**src/hdl/cvs_pkg.sv**
```systemverilog
// ----------------------------------------------------------------------------
// cvs_pkg
// Shared types and constants for the 2D valid-mode convolution stream unit.
// ----------------------------------------------------------------------------
`timescale 1ns / 1ps

package cvs_pkg;

    localparam int DEF_MAX_IMAGE_WIDTH = 1024;
    localparam int DEF_MAX_KERNEL_SIZE = 8;

    localparam int CFG_IDX_W  = 2;
    localparam int CFG_DATA_W = 11;
    localparam int KSIZE_W    = 4;
    localparam int SAMPLE_W   = 16;
    localparam int PROD_W     = 32;
    localparam int SUM_W      = 40;
    localparam int POS_W      = 10;
    localparam int COEF_IDX_W = 6;

    localparam logic [CFG_IDX_W-1:0] REG_IMAGE_WIDTH   = 2'd0;
    localparam logic [CFG_IDX_W-1:0] REG_RESULT_WIDTH  = 2'd1;
    localparam logic [CFG_IDX_W-1:0] REG_KERNEL_WIDTH  = 2'd2;
    localparam logic [CFG_IDX_W-1:0] REG_KERNEL_HEIGHT = 2'd3;

    localparam logic KIND_COEF  = 1'b0;
    localparam logic KIND_PIXEL = 1'b1;

    typedef enum logic [1:0] {
        ST_IDLE,
        ST_ISSUE,
        ST_DRAIN
    } cvs_state_t;

    typedef struct packed {
        logic load_coef;
        logic load_pixel;
        logic issue;
        logic load_out;
    } cvs_cmd_t;

    typedef struct packed {
        logic hit;
        logic last_tap;
        logic pipe_busy;
        logic out_free;
    } cvs_status_t;

endpackage

```
**src/hdl/cvs_ctrl.sv**
```systemverilog
// ----------------------------------------------------------------------------
// cvs_ctrl
// Sequencer: takes items, steps the tap loop, hands the sum to the output.
// ----------------------------------------------------------------------------
`timescale 1ns / 1ps

module cvs_ctrl
    import cvs_pkg::*;
(
    input  logic        aclk,
    input  logic        aresetn,
    input  logic        s_valid,
    input  logic        s_kind,
    output logic        s_ready,
    input  cvs_status_t status,
    output cvs_cmd_t    cmd
);

    cvs_state_t state_reg, state_next;

    always_ff @(posedge aclk) begin
        if (!aresetn) begin
            state_reg <= ST_IDLE;
        end else begin
            state_reg <= state_next;
        end
    end

    always_comb begin
        state_next = state_reg;
        cmd        = '0;
        s_ready    = 1'b0;
        unique case (state_reg)
            ST_IDLE: begin
                s_ready = 1'b1;
                if (s_valid) begin
                    if (s_kind == KIND_COEF) begin
                        cmd.load_coef = 1'b1;
                    end else begin
                        cmd.load_pixel = 1'b1;
                        if (status.hit) state_next = ST_ISSUE;
                    end
                end
            end
            ST_ISSUE: begin
                cmd.issue = 1'b1;
                if (status.last_tap) state_next = ST_DRAIN;
            end
            ST_DRAIN: begin
                if (!status.pipe_busy && status.out_free) begin
                    cmd.load_out = 1'b1;
                    state_next   = ST_IDLE;
                end
            end
            default: state_next = ST_IDLE;
        endcase
    end

endmodule

```
**config.mk**
```make
export PLATFORM = sky130hd
export DESIGN_NAME = cvs_ctrl
export DESIGN_NICKNAME = d
export VERILOG_FILES = /design/src/hdl/cvs_pkg.sv /design/src/hdl/cvs_ctrl.sv
export SDC_FILE = /design/constraint.sdc
export NUM_CORES = 1
export LEC_CHECK = 0
export BUFFER_PORTS_ARGS = -buffer_cell sky130_fd_sc_hd__buf_2
export CORE_AREA = 2 2 39 41
export CTS_CLUSTER_SIZE = 16
export DETAILED_ROUTE_END_ITERATION = 6
export DIE_AREA = 0 0 41 43
export PLACE_DENSITY = 0.32
export SYNTH_ARGS = -nofsm -noshare
export SYNTH_HDL_FRONTEND = slang
export SYNTH_SLANG_ARGS = --single-unit
```
**constraint.sdc**
```tcl
create_clock -name aclk -period 0.9 [get_ports aclk]
set_input_delay 0.09 -clock aclk [delete_from_list [all_inputs] [get_ports aclk]]
set_output_delay 0.09 -clock aclk [all_outputs]
set_load 0.005 [all_outputs]
```
# After elaboration in Yosys (flattened, before gate mapping)
# Index checks and enable logic that the tools add are counted.
# word_totals
register_bits	2
in_bits	8
output_inout_bits	5
word_cells	26
# op_classes
eq_ne	7
muxes	14
n_reduce_logical	4
# op_table
cell	count
$mux 2	7
$ne 2x2->1 const B	5
$mux 1	6
$pmux 2 s3	1
$reduce_and 5->1	1
$eq 2x1->1 const B	1
$eq 2x2->1 const B	1
$logic_not 2->1	1
$logic_and 1x1->1	1
$logic_not 1->1	1

# Logic depth before layout (Yosys ltp)
# depth
word_depth	4
mapped_depth	3
ltp_nobuf	3

# Least setup slack after synthesis
# Ideal clock, no wire load.
# synth_timing
path_type	flip-flop to flip-flop
start	reg state_reg[0]
end	reg state_reg[0]
setup_time_ps	117
arrival_time_ps	815
required_ps	783
setup_slack_ps	-32
stages_incl_launch_ff	4
path_buffers	0
synth_period_minus_slack_ps	932
cell_sequence	dfxtp_1 > nor2_2 > and3_4 > a32o_1
# synth_via
elab_chain_cells	3
elab_cells_between_ends	10
classes_between	7 x eq/ne; 1 x mux; 2 x reduce/logical
# synth_lines
item	line_no	source
start, declared	cvs_ctrl.sv:19	cvs_state_t state_reg, state_next;
start signal, assigned	cvs_ctrl.sv:25	state_reg <= state_next;
$eq 2x2->1 (tied with other cells)	cvs_ctrl.sv:33	unique case (state_reg)
$ne 2x2->1 (no source line)	n/a	
$reduce_and 5->1 (no source line)	n/a	
# Parallel ways exist; a longest one is shown, timed or not.
# A chain may end at the register's enable or synchronous reset.

==> results.md <==
- Status: finished, violations left
- Failing checks: setup timing
- Area growth from synthesis to layout: 105%
- Power Dens Cells: 1400 nW/um^2
- First-pass GRT wire length: 621 um
- CP Depth: 3
- Chip width: 41 um
- Starting DRC count in detailed routing: 2
- Drt wl/cell: 8.85 um
- Vias in the first global route: 160
- Synth unique cells: 12
- Clk slew on worst S/H paths: 30 ps
- Share of layout cells above drive strength 1: 73.3%
- Placed cell count: 42
- Detailed-route via count: 154
- Seq cells post-synth: 2
- Async set-reset flop share out of synthesis: 0%
- IO Port Bufs: 12
- Synth top area cells: dfxtp_1 33%, and3_4 9.2%, a32o_1 8.2%
- Post-synth top flop: dfxtp_1
- Post-synth EDFFs: 0
- Grt ovf: 0
- Top cell family by delay on the critical path: flip-flops
- CTS tree: built
- Clk Latency, worst-skew pair: 220 ps
- Drt pass-1 iters: 2
- Share of the synthesized area in the top cell type: 32.7%
- Post-place setup slack: -5.74 ps
- Worst min path class: primary input to register
- Max reg flops: 2
- Maximum clock path buffer count: 2
- Worst hold start: status[3]
- Num rows: 14
- Synth cell count leaders: 2 x dfxtp_1, 2 x nand2_1
- CP startpoint: state_reg[1]
- CP bufs+invs: 1
- Lkg Pwr: 0.120 nW
- Final setup skew: 0.559 ps
- CTS Sinks: 2
- Cell accounting for the most synthesized area: dfxtp_1
- R2R Path Start: state_reg[0]
- Slowest cell on the critical path: dfxtp_2
- Worst setup margin: -151 ps
- Ant. Diodes: 0
- Final Setup Violations: 5
- Initial antenna violation count: 0
- Die Y: 43 um
- Fmax: 951 MHz
- Largest net degree at the start of global routing: 5
- Worst Reg2Reg Path Length in Cells: 4
- Fin crit period: 1050 ps
- Die ar.: 1760 sq um
- CTS H-Tree Depth: 1
- Gate count after technology mapping: 14
- Worst Hold Depth: 2
- Slew HR: 91.5%
- Initial Util: 8.86%
- Final Slew Violations: 0
- VDD IR-drop max: 0.522 mV
- RSZ-0062 raised after global routing: yes
- Gp weighted congestion: 0.634
- Crit path required time: 810 ps
- Syn. warnings: 0
- Startpoint types: register
- Core footprint: 1380 sq um
- Maxcap violations: 0
- I/O Pins: 13
- WS Path Type: register to output pin
- Layout Nets: 40
- Vias per inst: 3.35
- DR DRC count: 0
- Final worst path period share: 117%
- Fillers: 160
- Final WL: 407 um
- CTS buffer count: 3
- Sequential element share of the synthesized area: 32.7%
- Cts hold-fix bufs: 0
- Mapped Area: 123 sq um
- Worst Tran Pin Value: 127 ps
- Setup TNS: -561 ps
- Syn nets: 22
- Crit. End Element: output pin
- GRT Total Usage: 5.81%
- Finished Layout Cells: 46
- Clk root buf: clkbuf_4
- Syn_area_per_cell: 8.76 sq um
- Crit path cell chain: nor2_4, and3_4, buf_6
- Slowest cell delay on critical path: 330 ps
- CP max FO: 4
- Worst endpoint data arrival time: 960 ps
- DRT antenna net count: 0
- Final hold viol count: 0
-- power by group --
part           leakage, nW  internal [W]  switching, W  total (W)
combinational       0.0892     0.0000376     0.0000225  0.0000600
clock               0.0138      0.000147     0.0000489   0.000196
sequential          0.0172     0.0000929    0.00000424  0.0000972
-- area by class of cell --
class	count	area [sq um]	area share, %
well taps	16	20.0	7.96
multi-input cells	12	92.6	36.8
flip-flops and latches	2	42.5	16.9
repair buffers	13	73.8	29.4
clock buffers	3	22.5	8.96
-- layout by cell type, fill, tap and decap left out --
cell      synthesis  routed
a21boi_1          0       1
a32o_1            1       1
and2b_2           1       1
and3_4            1       1
buf_2             0      11
buf_4             0       1
buf_6             0       1
clkbuf_4          0       3
dfxtp_2           0       2
nand2_1           2       2
nand2b_1          1       1
nand3b_1          1       1
nor2_1            1       1
nor2_4            0       1
nor2b_1           1       1
nor3b_2           0       1
-- routing by layer --
layer	share of wire, %	vias to the layer above	global-route usage [%]
met1	46	60	7.01
met4	0	0	8.00
met3	14	0	2.09
met2	39	13	6.25
li1	-	81	-
met5	0	-	0
-- metrics by stage --
stage | instance area, sq um | total power (W) | util [%] | hold slack [ps]
2_1_floorplan | 130 | 0.000120 | - | 211
4_1_cts | 246 | 0.000369 | 17.8 | 109
6_report | 251 | 0.000353 | 18.2 | 118
3_3_place_gp | 210 | 0.000150 | 15.2 | 334
3_5_place_dp | 210 | 0.000150 | 15.2 | 333
5_1_grt | 251 | 0.000375 | 18.2 | 119
-- logic make-up after synthesis --
group,Yosys count,synth area share (%)
AOI/OAI and AO/OA,2,14.3
DFF,2,32.7
and+or+nand+nor,10,53.1
-- path summary, 6_finish.rpt --
check / to / slack (ps)
setup / recovery: cmd[2] / -150
hold reg to reg: state_reg[1] / 520
setup reg to reg: state_reg[0] / -100
hold / removal: state_reg[0] / 120
-- what timing repair did --
action                     CTS  global route
gates resized for setup      1             2
buffers inserted             1             0
setup endpoints to repair    6             7
gates cloned                 0             0
pin swaps                    3             2
No activity file was read; power rests on OpenSTA's default activity.
